<file path="src/rtl/cgi_pkg.sv">
// ----------------------------------------------------------------------------
// cgi_pkg
// Types and constants shared by the GNSS covariance inflation block.
// ----------------------------------------------------------------------------
package cgi_pkg;

    // Register indexes on the configuration port
    localparam logic [2:0] REG_ENABLES        = 3'd0;
    localparam logic [2:0] REG_HDOP_GOOD      = 3'd1;
    localparam logic [2:0] REG_HDOP_POOR      = 3'd2;
    localparam logic [2:0] REG_HDOP_SCALE_MAX = 3'd3;
    localparam logic [2:0] REG_SATS_GOOD      = 3'd4;
    localparam logic [2:0] REG_SATS_POOR      = 3'd5;
    localparam logic [2:0] REG_SATS_SCALE_MAX = 3'd6;
    localparam logic [2:0] REG_GATE_SIGMA     = 3'd7;

    localparam logic [15:0] ONE_Q8        = 16'd256;
    localparam logic [15:0] HDOP_MIN_GOOD = 16'd13;
    localparam logic [23:0] SIGMA_MIN     = 24'd3277;
    localparam logic [15:0] GATE_MIN      = 16'd128;

    // Accept-to-strobe distance in cycles, as seen on the ports
    localparam int CGI_LATENCY = 83;

    // Position of a value on a linear ramp
    typedef enum logic [1:0] {
        RAMP_ONE,
        RAMP_FULL,
        RAMP_MID
    } cgi_ramp_t;

    typedef struct packed {
        logic [31:0]        var_x_in;
        logic [31:0]        var_y_in;
        logic [31:0]        var_z_in;
        logic [15:0]        hdop;
        logic [5:0]         num_sats;
        logic signed [31:0] gnss_x;
        logic signed [31:0] gnss_y;
        logic signed [31:0] graph_x;
        logic signed [31:0] graph_y;
        logic               graph_valid;
    } cgi_in_t;

    typedef struct packed {
        logic [31:0] var_x_out;
        logic [31:0] var_y_out;
        logic [31:0] var_z_out;
        logic [15:0] qual_scale;
        logic        gated;
    } cgi_out_t;

    typedef struct packed {
        logic [1:0]  enables;
        logic [15:0] hdop_good;
        logic [15:0] hdop_poor;
        logic [15:0] hdop_scale_max;
        logic [5:0]  sats_good;
        logic [5:0]  sats_poor;
        logic [15:0] sats_scale_max;
        logic [15:0] gate_sigma;
    } cgi_cfg_t;

    // Classified item as handed from front to back
    typedef struct packed {
        logic [31:0] vx;
        logic [31:0] vy;
        logic [31:0] vz;
        logic [31:0] ax;
        logic [31:0] ay;
        logic        halved;
        logic        gate_en;
        cgi_ramp_t   hmode;
        cgi_ramp_t   smode;
        logic [15:0] hmax;
        logic [15:0] smax;
    } cgi_work_t;

    typedef struct packed {
        cgi_work_t   w;
        logic [31:0] hnum;
        logic [15:0] hden;
        logic [21:0] snum;
        logic [5:0]  sden;
    } cgi_item_t;

    // Carried through the root stages
    typedef struct packed {
        logic [31:0] vx;
        logic [31:0] vy;
        logic [31:0] vz;
        logic [15:0] q;
        logic        halved;
        logic        gate_en;
    } cgi_tail_t;

    // Carried through the gate divider
    typedef struct packed {
        cgi_tail_t t;
        logic      apply;
        logic      big;
    } cgi_gtag_t;

endpackage

</file>
<file path="src/rtl/cgi_queue.sv">
// ----------------------------------------------------------------------------
// cgi_queue
// Two-entry queue between the front and the back.
// ----------------------------------------------------------------------------
module cgi_queue
    import cgi_pkg::*;
(
    input  logic      clk,
    input  logic      rst_n,
    input  logic      push,
    input  cgi_item_t wr_item,
    input  logic      pop,
    output logic      rd_valid,
    output cgi_item_t rd_item,
    output logic      full
);

    cgi_item_t   entry_reg [2];
    logic        wr_ptr_reg, rd_ptr_reg;
    logic [1:0]  count_reg;
    logic        do_pop;

    assign rd_valid = (count_reg != 2'd0);
    assign full     = (count_reg == 2'd2);
    assign rd_item  = entry_reg[rd_ptr_reg];
    assign do_pop   = pop & rd_valid;

    // pointers and fill count
    always_ff @(posedge clk or negedge rst_n)
    begin
        if (!rst_n)
        begin
            wr_ptr_reg <= 1'b0;
            rd_ptr_reg <= 1'b0;
            count_reg  <= 2'd0;
        end
        else
        begin
            if (push)
                wr_ptr_reg <= ~wr_ptr_reg;
            if (do_pop)
                rd_ptr_reg <= ~rd_ptr_reg;
            count_reg <= count_reg + 2'(push) - 2'(do_pop);
        end
    end

    always_ff @(posedge clk)
    begin
        if (push)
            entry_reg[wr_ptr_reg] <= wr_item;
    end

endmodule

</file>
<file path="config.mk">
export PLATFORM = sky130hd
export DESIGN_NAME = cgi_queue
export DESIGN_NICKNAME = d
export VERILOG_FILES = /design/src/rtl/cgi_pkg.sv /design/src/rtl/cgi_queue.sv
export SDC_FILE = /design/constraint.sdc
export NUM_CORES = 1
export LEC_CHECK = 0
export BUFFER_PORTS_ARGS = -buffer_cell sky130_fd_sc_hd__buf_2
export CORE_AREA = 10 10 209 211
export DETAILED_ROUTE_END_ITERATION = 7
export DIE_AREA = 0 0 219 221
export HOLD_SLACK_MARGIN = 0.15
export PLACE_DENSITY = 0.84
export SYNTH_ARGS = -nofsm -noshare
export SYNTH_HDL_FRONTEND = slang
export SYNTH_SLANG_ARGS = --single-unit
</file>
<file path="constraint.sdc">
create_clock -name clk -period 42.7 [get_ports clk]
set_input_delay 2.135 -clock clk [delete_from_list [all_inputs] [get_ports clk]]
set_output_delay 2.135 -clock clk [all_outputs]
set_load 0.02 [all_outputs]
</file>
# [Word level (Yosys, flattened, before mapping)]
# Memory sizes are Yosys's and may differ from the RTL's.
# Index checks and enable logic that the tools add are counted.
[word_totals] register_bits=4 ram_bits=548 out_inout_bits=276 word_cells=13 mem_count=1
[classes] add_sub_neg=2 n_eq_ne=1 muxes=2 bitwise_logic=3 n_reduce_logical=1
[mem_list] name="entry_reg" depth=2 word_bits=274 read_ports=1 rd_clocked_by_memory_dff=0 wr=1 line_no="cgi_queue.sv:18" rtl="cgi_item_t entry_reg [2];"
[ops] op="2-bit by 1-bit adder with 2-bit output" count=1
[ops] op="2-bit == test (second input constant)" count=1
[ops] op="1-bit 2-to-1 mux" count=2
[ops] op="1-bit NOT" count=2
[ops] op="2-bit nonzero test" count=1
[ops] op="2-bit by 1-bit subtractor with 2-bit output" count=1
[ops] op="1-bit AND" count=1

# [Logic depth before layout (Yosys ltp)]
[depth] word_depth=3 depth_mapped=6 depth_no_buf=6

# [Worst setup path after synthesis]
# No wires, ideal clock.
[synth_path] path_kind="input to register" start="in push" end="mem entry_reg[0][0] (netlist bit) (enable)" setup_ns=0.947 t_arrival_ns=13.919 slack_ns=27.833 cell_stages=1 path_cell_list="nor2b_1"
[synth_via] elab_chain_cells=2
[synth_rtl] element="from (decl)" line_no="cgi_queue.sv:10" rtl="input logic push,"
[synth_rtl] element="1-bit 2-to-1 mux" line_no="cgi_queue.sv:49" rtl="if (push)"
[synth_rtl] element="1-bit 2-to-1 mux (not written as such)" line_no="cgi_queue.sv:50" rtl="entry_reg[wr_ptr_reg] <= wr_item;"
[synth_rtl] element="to (decl)" line_no="cgi_queue.sv:18"
# No other way between the ends.

==> impl_metrics.json <==
{
  "crit_path_end": "rd_item[68]",
  "grt_max_degree": 81,
  "rrSetupSlack_ps": 39190,
  "relSlewSlack_pct": 23.4,
  "syn_avg_cell_area_um2": 23.2,
  "drv_cap": 0,
  "yosys.area.top_type": "edfxtp_1",
  "syn2layout_area_growth_pct": 24.3,
  "grt_pass1_vias": 11300,
  "grt_pass1_wl_um": 71300,
  "p_leak_nw": 9.45,
  "cts_resized": 0,
  "fin_cells": 2036,
  "initialDrtViolationCount": 860,
  "fin_util_pct": 63.5,
  "r2r-end": "entry_reg[0][235]",
  "clock-sinks": 552,
  "yosys.area.top_type_share_pct": 81.7,
  "netlist_top_cells_count": "edfxtp_1 (548), mux2_2 (253), buf_6 (29), mux2_4 (20), dfrtp_1 (4)",
  "p_per_area_nw_per_um2": 70.8,
  "tns_ps": 0,
  "crit_type": "register to output pin",
  "synthArstFlopShare_pct": 0.725,
  "critPathLaunch": "rd_ptr_reg",
  "r2r-start": "wr_ptr_reg",
  "largest_register_ffs": 548,
  "fmax_mhz": 160,
  "min_period_over_period_pct": 14.7,
  "cts_hold_buf": 0,
  "dp.cells": 1927,
  "synth_edf_count": 548,
  "power_mw": 1.77,
  "status": "complete, no violations",
  "place.gp.congestion": 0.848,
  "fin_worst_skew_ps": 16.4,
  "drt-pass1-iter-count": 5,
  "synth.yosys.warnings": 0,
  "num_io_pins": 554,
  "cts_setup_buffers": 0,
  "syn-num-nets": 1150,
  "synth.area.top_cells": "edfxtp_1 (82%), mux2_2 (14%), buf_6 (1.6%)",
  "core_area_um2": 39500,
  "start_util_pct": 51.1,
  "drive_gt1_share_pct": 60.9,
  "via_per_inst": 5.18,
  "drt-total-wl_um": 49700,
  "worst_pin_slew_ps": 1150,
  "vias": 10500,
  "synth_area_um2": 20200,
  "cp.required_ps": 40560,
  "fin_crit_ps": 6260,
  "start_kind": "register",
  "layout.nets": 1736,
  "rsz0062_at_grt": "no",
  "crit_arrival_ps": 4130,
  "die_h_um": 221,
  "ys_types": 15,
  "chipWidth_um": 219,
  "hold_viol": 0,
  "grtUsageTotal_pct": 19.7,
  "synth_top_flop_cell": "edfxtp_1",
  "drc_errors": 0,
  "hpwlAfterDp_um": 34900,
  "vdd_ir_drop_max_mv": 0.0749,
  "cts_max_level": 2,
  "design.die.area_um2": 48400,
  "ys_ff_latch": 552,
  "setup_viol_count_final": 0,
  "seq_area_frac_synth_pct": 82.2,
  "crit_path_max_fanout": 80,
  "rows": 73,
  "worstRegToRegCells": 4,
  "clockBufferDepth": 3,
  "numCtsBuffers": 52,
  "portBuffers": 553,
  "netlist_instances": 870,
  "clock_latency_ps": 580,
  "min_from": "wr_ptr_reg",
  "cts-root-buf": "clkbuf_16",
  "ant_nets": 0,
  "end_kind": "output pin",
  "slew_viol_final": 0,
  "antenna_found_initial": 18,
  "cts_tree": "built",
  "path_clk_slew_ps": 60,
  "yosysMostFrequentCell": "edfxtp_1",
  "hold_class": "register to register",
  "routedWlPerCell_um": 24.4,
  "grt_overflow": 0
}
[metal layers]
metal | share of wire [%] | track usage, % | vias up
met2 | 55 | 35.8 | 477
met5 | 0.11 | 0 | -
li1 | - | - | 4674
met4 | 3.2 | 8.80 | 10
met1 | 34 | 21.0 | 5292
met3 | 7.9 | 5.02 | 92
[kinds of logic after synthesis]
group           after synthesis  share of synthesized area (%)
fa+ha+maj                     2                          0.124
buf+inv                      33                           1.71
xor+xnor                      4                          0.174
compound gates                1                         0.0373
simple gates                  4                          0.124
flops                       552                           82.2
mux                         274                           15.7
[report_power, final]
part | total, mW | switching, mW | internal (mW)
Clock | 0.453 | 0.189 | 0.264
Combinational | 0.564 | 0.351 | 0.213
Sequential | 0.756 | 0.0350 | 0.721
[metrics by stage]
| stage | hold WS (ps) | worst slack, ps | instance area [um2] |
|---|---|---|---|
| after global routing | 566 | 36260 | 25000 |
| after global placement | 532 | 37190 | 23300 |
| after detailed placement | 546 | 37110 | 23300 |
| final | 557 | 36440 | 25000 |
| after CTS | 558 | 36390 | 25000 |
| after floorplan | 455 | 27830 | 20200 |
[worst min-delay path by stage]
stage | end | cells past startpoint
2_1_floorplan | wr_ptr_reg | 1
3_3_place_gp | wr_ptr_reg | 1
3_5_place_dp | wr_ptr_reg | 1
4_1_cts | wr_ptr_reg | 1
5_1_grt | wr_ptr_reg | 1
6_report | wr_ptr_reg | 1
[worst max-delay path, stage by stage (launching register included)]
cell	delay, ps
dfrtp_4	840
buf_4	890
buf_4	940
mux2_2	450
buf_2	170
[cells in the final DEF, fill, tap and decap left out, types with 6 or more instances in the layout]
| cell type | count |
|---|---|
| diode_2 | 14 |
| bufinv_16 | 6 |
| clkinv_1 | 12 |
| mux2_2 | 253 |
| clkbuf_1 | 12 |
| clkinv_2 | 6 |
| buf_4 | 10 |
| edfxtp_1 | 548 |
| clkbuf_16 | 53 |
| buf_2 | 553 |
| mux2_4 | 20 |
[area by class of cell]
type / count / area (um2)
clock inverter: 30 / 308
tap: 525 / 657
clock buffer: 65 / 1370
timing repair buffer: 563 / 2840
fill: 2622 / 14400
multi-input combinational: 285 / 3260
inverter: 2 / 7.51
antenna: 14 / 35.0
sequential: 552 / 16600
No activity file was read; power rests on OpenSTA's default activity.
