===== config.mk =====
export PLATFORM = sky130hd
export DESIGN_NAME = cgi_front
export DESIGN_NICKNAME = d
export VERILOG_FILES = /design/src/rtl/cgi_pkg.sv /design/src/rtl/cgi_front.sv
export SDC_FILE = /design/constraint.sdc
export NUM_CORES = 1
export LEC_CHECK = 0
export BUFFER_PORTS_ARGS = -buffer_cell sky130_fd_sc_hd__buf_2
export CAP_MARGIN = 20
export CORE_AREA = 2 2 239 241
export DETAILED_ROUTE_END_ITERATION = 10
export DIE_AREA = 0 0 241 243
export PLACE_DENSITY = 0.66
export SETUP_SLACK_MARGIN = 0.5
export SLEW_MARGIN = 40
export SYNTH_ARGS = -nofsm -noshare
export SYNTH_HDL_FRONTEND = slang
export SYNTH_SLANG_ARGS = --single-unit
export TNS_END_PERCENT = 10

===== constraint.sdc =====
create_clock -name vclk -period 38.2
set_clock_uncertainty 0.1 [all_clocks]
set_input_delay 3.82 -clock vclk [all_inputs]
set_output_delay 3.82 -clock vclk [all_outputs]
set_load 0.02 [all_outputs]

===== src/rtl/cgi_pkg.sv =====
// ----------------------------------------------------------------------------
// cgi_pkg
// Types and constants shared by the GNSS covariance inflation block.
// ----------------------------------------------------------------------------
package cgi_pkg;

    // Register indexes on the configuration port
    localparam logic [2:0] REG_ENABLES        = 3'd0;
    localparam logic [2:0] REG_HDOP_GOOD      = 3'd1;
    localparam logic [2:0] REG_HDOP_POOR      = 3'd2;
    localparam logic [2:0] REG_HDOP_SCALE_MAX = 3'd3;
    localparam logic [2:0] REG_SATS_GOOD      = 3'd4;
    localparam logic [2:0] REG_SATS_POOR      = 3'd5;
    localparam logic [2:0] REG_SATS_SCALE_MAX = 3'd6;
    localparam logic [2:0] REG_GATE_SIGMA     = 3'd7;

    localparam logic [15:0] ONE_Q8        = 16'd256;
    localparam logic [15:0] HDOP_MIN_GOOD = 16'd13;
    localparam logic [23:0] SIGMA_MIN     = 24'd3277;
    localparam logic [15:0] GATE_MIN      = 16'd128;

    // Accept-to-strobe distance in cycles, as seen on the ports
    localparam int CGI_LATENCY = 83;

    // Position of a value on a linear ramp
    typedef enum logic [1:0] {
        RAMP_ONE,
        RAMP_FULL,
        RAMP_MID
    } cgi_ramp_t;

    typedef struct packed {
        logic [31:0]        var_x_in;
        logic [31:0]        var_y_in;
        logic [31:0]        var_z_in;
        logic [15:0]        hdop;
        logic [5:0]         num_sats;
        logic signed [31:0] gnss_x;
        logic signed [31:0] gnss_y;
        logic signed [31:0] graph_x;
        logic signed [31:0] graph_y;
        logic               graph_valid;
    } cgi_in_t;

    typedef struct packed {
        logic [31:0] var_x_out;
        logic [31:0] var_y_out;
        logic [31:0] var_z_out;
        logic [15:0] qual_scale;
        logic        gated;
    } cgi_out_t;

    typedef struct packed {
        logic [1:0]  enables;
        logic [15:0] hdop_good;
        logic [15:0] hdop_poor;
        logic [15:0] hdop_scale_max;
        logic [5:0]  sats_good;
        logic [5:0]  sats_poor;
        logic [15:0] sats_scale_max;
        logic [15:0] gate_sigma;
    } cgi_cfg_t;

    // Classified item as handed from front to back
    typedef struct packed {
        logic [31:0] vx;
        logic [31:0] vy;
        logic [31:0] vz;
        logic [31:0] ax;
        logic [31:0] ay;
        logic        halved;
        logic        gate_en;
        cgi_ramp_t   hmode;
        cgi_ramp_t   smode;
        logic [15:0] hmax;
        logic [15:0] smax;
    } cgi_work_t;

    typedef struct packed {
        cgi_work_t   w;
        logic [31:0] hnum;
        logic [15:0] hden;
        logic [21:0] snum;
        logic [5:0]  sden;
    } cgi_item_t;

    // Carried through the root stages
    typedef struct packed {
        logic [31:0] vx;
        logic [31:0] vy;
        logic [31:0] vz;
        logic [15:0] q;
        logic        halved;
        logic        gate_en;
    } cgi_tail_t;

    // Carried through the gate divider
    typedef struct packed {
        cgi_tail_t t;
        logic      apply;
        logic      big;
    } cgi_gtag_t;

endpackage


===== src/rtl/cgi_front.sv =====
// ----------------------------------------------------------------------------
// cgi_front
// Clamps the settings, places HDOP and satellite count on their ramps and
// takes the innovation magnitudes of one fix.
// ----------------------------------------------------------------------------
module cgi_front
    import cgi_pkg::*;
(
    input  cgi_cfg_t  cfg,
    input  cgi_in_t   fix,
    output cgi_item_t item
);

    logic [16:0] hg, hp, h, hdist, hspan;
    logic [15:0] shm, ssm;
    logic [5:0]  sg, sp, ns, sdist, sspan;
    logic [32:0] dx, dy, mx, my;
    logic        big_in;

    always_comb
    begin
        // HDOP ramp
        hg    = (cfg.hdop_good < HDOP_MIN_GOOD) ? 17'(HDOP_MIN_GOOD) : 17'(cfg.hdop_good);
        hp    = (17'(cfg.hdop_poor) < hg + 17'd1) ? hg + 17'd1 : 17'(cfg.hdop_poor);
        shm   = (cfg.hdop_scale_max < ONE_Q8) ? ONE_Q8 : cfg.hdop_scale_max;
        h     = (fix.hdop != '0) ? 17'(fix.hdop) : hp;
        hdist = h - hg;
        hspan = hp - hg;

        // satellite ramp
        sg    = (cfg.sats_good == '0) ? 6'd1 : cfg.sats_good;
        sp    = (cfg.sats_poor > sg - 6'd1) ? sg - 6'd1 : cfg.sats_poor;
        ssm   = (cfg.sats_scale_max < ONE_Q8) ? ONE_Q8 : cfg.sats_scale_max;
        ns    = (fix.num_sats == '0) ? sp : fix.num_sats;
        sdist = sg - ns;
        sspan = sg - sp;

        item.w.hmax = shm;
        item.w.smax = ssm;
        item.hnum   = hdist[15:0] * (shm - ONE_Q8);
        item.hden   = hspan[15:0];
        item.snum   = sdist * (ssm - ONE_Q8);
        item.sden   = sspan;

        if (!cfg.enables[0] || h <= hg)
            item.w.hmode = RAMP_ONE;
        else if (h >= hp)
            item.w.hmode = RAMP_FULL;
        else
            item.w.hmode = RAMP_MID;

        if (!cfg.enables[0] || ns >= sg)
            item.w.smode = RAMP_ONE;
        else if (ns <= sp)
            item.w.smode = RAMP_FULL;
        else
            item.w.smode = RAMP_MID;

        // innovation magnitudes, halved when either reaches 2^31
        dx     = {{1{fix.gnss_x[31]}}, fix.gnss_x} - {{1{fix.graph_x[31]}}, fix.graph_x};
        dy     = {{1{fix.gnss_y[31]}}, fix.gnss_y} - {{1{fix.graph_y[31]}}, fix.graph_y};
        mx     = dx[32] ? 33'd0 - dx : dx;
        my     = dy[32] ? 33'd0 - dy : dy;
        big_in = (mx[32] | mx[31]) | (my[32] | my[31]);

        item.w.ax      = big_in ? mx[32:1] : mx[31:0];
        item.w.ay      = big_in ? my[32:1] : my[31:0];
        item.w.halved  = big_in;
        item.w.gate_en = cfg.enables[1] & fix.graph_valid;
        item.w.vx      = fix.var_x_in;
        item.w.vy      = fix.var_y_in;
        item.w.vz      = fix.var_z_in;
    end

endmodule


=== Word level (Yosys, flattened, before mapping) ===
Index checks and enable logic that the tools add are counted.

* Register bits: 0
* Input port bits: 341
* Output and inout port bits: 274
* Word-level logic and storage cells: 49

* $add $sub $neg: 12
* Multiply operators: 2
* $lt $le $gt $ge: 9
* Muxes and demuxes: 16
* Bitwise logic cells: 4
* Reductions and logical operators: 6

{| class="wikitable"
|+ Operators by type and width
! operator !! number
|-
| 33-bit 2-to-1 mux || 2
|-
| 1-bit by 33-bit subtractor with 33-bit output, first input constant || 2
|-
| 32-bit by 32-bit subtractor with 33-bit output || 2
|-
| 32-bit 2-to-1 mux || 2
|-
| 16-bit 2-to-1 mux || 3
|-
| 17-bit 2-to-1 mux || 2
|-
| 16-bit by 9-bit subtractor with 17-bit output, second input constant || 2
|-
| 16-bit by 9-bit < comparator with 1-bit output, second input constant || 2
|-
| 17-bit by 17-bit multiplier with 32-bit output || 1
|-
| 16-bit subtractor || 2
|-
| 7-bit by 17-bit multiplier with 22-bit output || 1
|-
| 6-bit 2-to-1 mux || 3
|-
| 16-bit by 1-bit adder with 17-bit output, second input constant || 1
|-
| 17-bit greater-or-equal comparator || 1
|-
| 17-bit by 16-bit <= comparator with 1-bit output || 1
|-
| 16-bit by 17-bit < comparator with 1-bit output || 1
|-
| 16-bit by 4-bit < comparator with 1-bit output, second input constant || 1
|-
| 16-bit nonzero test || 1
|-
| 6-bit logical NOT || 2
|-
| 6-bit subtractor || 2
|-
| 2-bit 2-to-1 mux || 4
|-
| 6-bit greater-or-equal comparator || 1
|-
| 6-bit greater-than comparator || 1
|-
| 6-bit <= comparator || 1
|-
| other kinds (5) || 8
|}

=== Logic depth before layout (Yosys ltp) ===
Gate-level depths: netlist of the first run.

* Depth in word-level cells: 9
* Depth in mapped cells: 59
* Depth with buffers taken out: 57

=== Worst setup path before layout of the first run ===
OpenSTA, ideal clock, no wires.

* Kind: input port to output port
* From: input port cfg[91] (netlist name)
* To: output port item[74] (netlist name)
* Arrival time: 15.821 ns
* Data required time: 34.280 ns
* Setup slack: 18.459 ns
* Cell stages on the path: 57
* Path buffers: 3
* Cell sequence: clkbuf_1 nor4_1 o2111a_1 nor2_1 inv_1 ha_1 nand2_1 nor2_1 nand2_1 nor2_1 nand3_1 xnor2_1 inv_1 ha_1 nand2_1 nor2_1 o2111ai_1 a31oi_1 [21 not listed] fa_1 inv_1 fa_1 fa_1 fa_1 inv_1 fa_1 inv_1 ha_1 a21o_1 a21o_1 nor3_1 a21oi_1 a221oi_1 a21oi_1 a41o_1 o41ai_1 xnor2_1

{| class="wikitable"
|+ RTL lines
! element !! line !! source
|-
| start: declaration || cgi_front.sv:9 || <nowiki>input cgi_cfg_t cfg,</nowiki>
|-
| end: declaration || cgi_front.sv:11 || <nowiki>output cgi_item_t item</nowiki>
|}

==> results of run 1 <==
[final cells by class]
cell class | instances | area share
multi-input cells | 2397 | 0.7923
repair buffers | 431 | 0.08610
inverters | 576 | 0.08391
well taps | 756 | 0.03671
diodes | 10 | 0.0009712
[worst max-delay path, delay by kind of cell]
family	cells	cell delay (ps)
buf+inv	7	690
simple gates	15	2940
xor+xnor	2	380
compound gates	19	5080
fa+ha+maj	10	4240
mux	1	490
[path summary, 6_finish.rpt]
path | start | to | cells past startpoint
worst max-delay path | cfg[86] | item[74] | 54
worst min-delay path | fix[163] | item[190] | 0
[kinds of logic after synthesis]
kind of cell	after synthesis
AND/OR/NAND/NOR	978
buffers and inverters	775
adder cells (fa/ha/maj)	596
AO/OA/AOI/OAI	526
XOR/XNOR	212
multiplexers	85
[through the flow]
step	instances	hold slack, ps
detailed placement	4159	7540
CTS	4159	7540
floorplan	3172	7653
global route	4170	7540
global placement	4159	7540
finish	4170	7540
[cell usage in the layout, fill, tap and decap left out, drive strengths merged, types with 5 or more instances in the layout]
cell      n
inv     576
buf     430
nor2    384
ha      315
fa      281
nand2   244
a21oi   141
xnor2   128
o21ai    98
xor2     84
mux2i    82
a21o     66
nand2b   49
nor3     43
nand3    42
nand4    29
o21a     29
o21bai   29
or2      29
nor2b    28
and3     26
a21boi   20
nor4     19
and2     19
a31oi    19
o31ai    18
or3      18
o211ai   14
a211oi   13
diode    10
nor3b     9
or4       9
o31a      8
o22ai     7
and4      6
a221o     5
a41oi     5
a221oi    5
[layer usage]
| metal | track usage | vias to the layer above |
|---|---|---|
| li1 | - | 10710 |
| met1 | 0.3134 | 10430 |
| met2 | 0.3910 | 749 |
| met3 | 0.02729 | 115 |
| met4 | 0.06300 | 2 |
| met5 | 0 | - |
==> impl_metrics.env, run 1 <==
export IMPL_rsz0062_at_grt="no"
export IMPL_synth_top_family_by_area="adder cells"
export IMPL_synthMuxAreaShare=0.03608
export IMPL_min_path_type="input port to primary output"
export IMPL_finalSetupTns_ps=0
export IMPL_fin_nets=4343
export IMPL_n_clock_buffer=0
export IMPL_period_needed_ps=21570
export IMPL_synth_fa_ha_area_frac=0.4022
export IMPL_seq_cells=0
export IMPL_grt_overflow_total=0
export IMPL_cpMostUsedCell="fa_1"
export IMPL_netlist_instances=3172
export IMPL_slowest_stage="fa_1"
export IMPL_tightest_slew_ps=813.0
export IMPL_synth_compound_area_share=0.1473
export IMPL_netlist_top_cells_count="inv_1 (576), nor2_1 (383), ha_1 (315)"
export IMPL_worstPathArrival_ps=17650
export IMPL_post_cts_buffers=0
export IMPL_wl_met3_um=4923
export IMPL_hold_buffers=0
export IMPL_max_cap_violations=0
export IMPL_synth_xor_area_frac=0.07837
export IMPL_crit_type="input port to primary output"
export IMPL_grt_usage=0.2325
export IMPL_wl_met2_um=32010
export IMPL_slew_limit_headroom=0.4530
export IMPL_ctsResizeCount=0
export IMPL_finalCritPeriodShare=0.5646
export IMPL_finalMaxSlewViolations=0
export IMPL_syn_nets=4109
export IMPL_wl_per_cell_um=16.62
export IMPL_crit_path_end_kind="primary output"
export IMPL_die_h_um=243
export IMPL_wl_met1_um=30230
export IMPL_fmax_mhz=46.36
export IMPL_pre_cts_ws_ps=16770
export IMPL_netlist_top_cells_area="fa_1 (24%), ha_1 (17%), inv_1 (9.1%)"
export IMPL_core_area_mm2=0.05595
export IMPL_hpwl_um=60350
export IMPL_wirelength_um=69320
export IMPL_critPathRequiredTime_ps=34280
export IMPL_first_global_vias=21280
export IMPL_status="complete, no violations"
export IMPL_area_growth_pct=8.316
export IMPL_design_area_mm2=0.02577
export IMPL_die_area_mm2=0.05856
export IMPL_cpPeakStageDelay_ps=540
export IMPL_fill_cells=5830
export IMPL_place_area_mm2=0.02572
export IMPL_vias_per_cell=5.278
export IMPL_grt_max_degree=81
export IMPL_register_area_um2=0
export IMPL_drc=0
export IMPL_cp_start_kind="input port"
export IMPL_crit_fanout=6
export IMPL_die_w_um=241
export IMPL_row_count=87
export IMPL_io_buffers=407
export IMPL_grt_pass1_wl_um=110100
export IMPL_via_count=22010
export IMPL_ant_nets=0
export IMPL_pin_count=615
export IMPL_layout_setup_ws_ps=16630
export IMPL_grt_antenna_before_repair=15
export IMPL_synth_avg_cell_area_um2=7.499
export IMPL_setup_violations=0
export IMPL_yosysMostFrequentCell="inv_1"
export IMPL_synth_simple_area_share=0.1926
export IMPL_drt_pass1_iter_count=6
export IMPL_top_layer="met5"
export IMPL_hold_viol=0
export IMPL_synth_cell_types=105
export IMPL_ys_seq_area_frac=0
export IMPL_yosysTopAreaCell="fa_1"
export IMPL_synth_top_cell_area_share=0.2365
export IMPL_start_util=0.4252
export IMPL_drive_above_1_share=0.1454
export IMPL_drt_iter0_markers=1409
export IMPL_multi_input_area_mm2=0.02041
export IMPL_yosysWarnings=0
export IMPL_syn_cell_area_mm2=0.02379
export IMPL_utilization=0.4605
export IMPL_globalplace_congestion=0.9455
Power of run 1 is left out: the tool's default activity adds up to more than one toggle a clock period on the data nets, which glitch-free logic cannot reach.
==> run 2: changes to the inputs <==
--- a/config.mk
+++ b/config.mk
@@ -7,9 +7,9 @@
 export LEC_CHECK = 0
 export BUFFER_PORTS_ARGS = -buffer_cell sky130_fd_sc_hd__buf_2
 export CAP_MARGIN = 20
-export CORE_AREA = 2 2 239 241
+export CORE_AREA = 2 2 240 242
 export DETAILED_ROUTE_END_ITERATION = 10
-export DIE_AREA = 0 0 241 243
+export DIE_AREA = 0 0 242 244
 export PLACE_DENSITY = 0.66
 export SETUP_SLACK_MARGIN = 0.5
 export SLEW_MARGIN = 40
==> constraint.sdc (replaced) <==
create_clock -name vclk -period 22.1
set_clock_uncertainty 0.1 [all_clocks]
set_input_delay 2.21 -clock vclk [all_inputs]
set_output_delay 2.21 -clock vclk [all_outputs]
set_load 0.02 [all_outputs]
==> run 2 against run 1 <==
  * Sequential share of layout area did not move
  * Die area grew 0.83%
  * Clock-buffer cell count unchanged
  * Sequential cell count is the same
  * Hold slack got worse by 3200 ps
  * Utilization shrank 0.23 points
  * Critical endpoint unchanged
  * Global-route usage about the same
==> impl_metrics.env, run 2 (same netlist as run 1, synthesis figures left out) <==
export IMPL_final_common_cell="inv_1"
export IMPL_cpPeakStageDelay_ps=570
export IMPL_setup_violations=0
export IMPL_fill_cells=5906
export IMPL_critPathRequiredTime_ps=19790
export IMPL_first_global_vias=21620
export IMPL_crit_path_end_kind="primary output"
export IMPL_pin_count=615
export IMPL_rsz0062_at_grt="no"
export IMPL_grt_antenna_before_repair=10
export IMPL_seq_cells=0
export IMPL_row_count=87
export IMPL_crit_family="adder cells"
export IMPL_die_h_um=244
export IMPL_cpMostUsedCell="fa_1"
export IMPL_layout_common_cells="inv_1 (576), buf_2 (407), nor2_1 (383)"
export IMPL_hold_buffers=0
export IMPL_grt_overflow_total=0
export IMPL_min_path_type="input port to primary output"
export IMPL_die_w_um=242
export IMPL_fmax_mhz=55.12
export IMPL_grt_max_degree=81
export IMPL_crit_fanout=18
export IMPL_start_util=0.4235
export IMPL_status="complete, no violations"
export IMPL_hold_viol=0
export IMPL_ctsResizeCount=0
export IMPL_crit_type="input port to primary output"
export IMPL_grt_pass1_wl_um=112400
export IMPL_hpwl_um=61420
export IMPL_drt_iter0_markers=1258
export IMPL_finalMaxSlewViolations=0
export IMPL_drc=0
export IMPL_max_cap_violations=0
export IMPL_post_cts_buffers=0
export IMPL_register_area_um2=0
export IMPL_fin_nets=4340
export IMPL_ant_nets=0
export IMPL_slowest_stage="xor2_1"
export IMPL_drt_pass1_iter_count=5
export IMPL_grt_usage=0.2321
export IMPL_slew_limit_headroom=0.4187
export IMPL_cp_start_kind="input port"
export IMPL_io_buffers=407
export IMPL_finalCritPeriodShare=0.8210
export IMPL_area_growth_pct=8.200
export IMPL_wirelength_um=70010
export IMPL_period_needed_ps=18140
export IMPL_wl_per_cell_um=16.80
export IMPL_cp_num_buf_inv=8
export IMPL_via_count=21940
export IMPL_n_clock_buffer=0
export IMPL_worstPathArrival_ps=15830
export IMPL_core_area_mm2=0.05617
export IMPL_tightest_slew_ps=872.0
export IMPL_globalplace_congestion=0.9446
export IMPL_drive_above_1_share=0.1444
export IMPL_die_area_mm2=0.05905
export IMPL_vias_per_cell=5.267
export IMPL_finalSetupTns_ps=0
## run 2: cell types whose count changed in the layout (fill, tap and decap cells not counted), sizes merged
cell,previous run,this run
buf,430,427
diode,10,9
## run 2: final cells by class
class                           instances  area [um2]  area share
Antenna cell                            9       22.52   0.0008750
Multi-Input combinational cell       2397       20410      0.7931
Timing Repair Buffer                  428        2196     0.08531
Inverter                              576        2162     0.08400
Tap cell                              756       945.9     0.03675
## run 2: worst paths after layout
kind                  from        end  slack (ps)  cells after the start
setup / recovery   cfg[82]   item[74]        3960                     57
hold / removal    fix[156]  item[183]        4320                      0
## run 2: per-stage QoR
stage          area, um2  utilization  instances  setup slack, ps  hold slack [ps]
2_1_floorplan      23790            -       3172             5579             4433
3_3_place_gp       25690       0.4573       4156             4181             4320
3_5_place_dp       25700       0.4576       4156             4051             4320
4_1_cts            25700       0.4576       4156             4018             4320
5_1_grt            25730       0.4581       4163             2830             4320
6_report           25740       0.4582       4166             3957             4320
## run 2: per-layer routing
layer | part of all wire | routed length, um | track usage
met4 | 0.024 | 1664 | 0.04938
met5 | 0 | 0 | 0
met1 | 0.44 | 30840 | 0.3112
met2 | 0.47 | 32910 | 0.4042
met3 | 0.066 | 4589 | 0.02392
Power of run 2 is left out for the same reason.
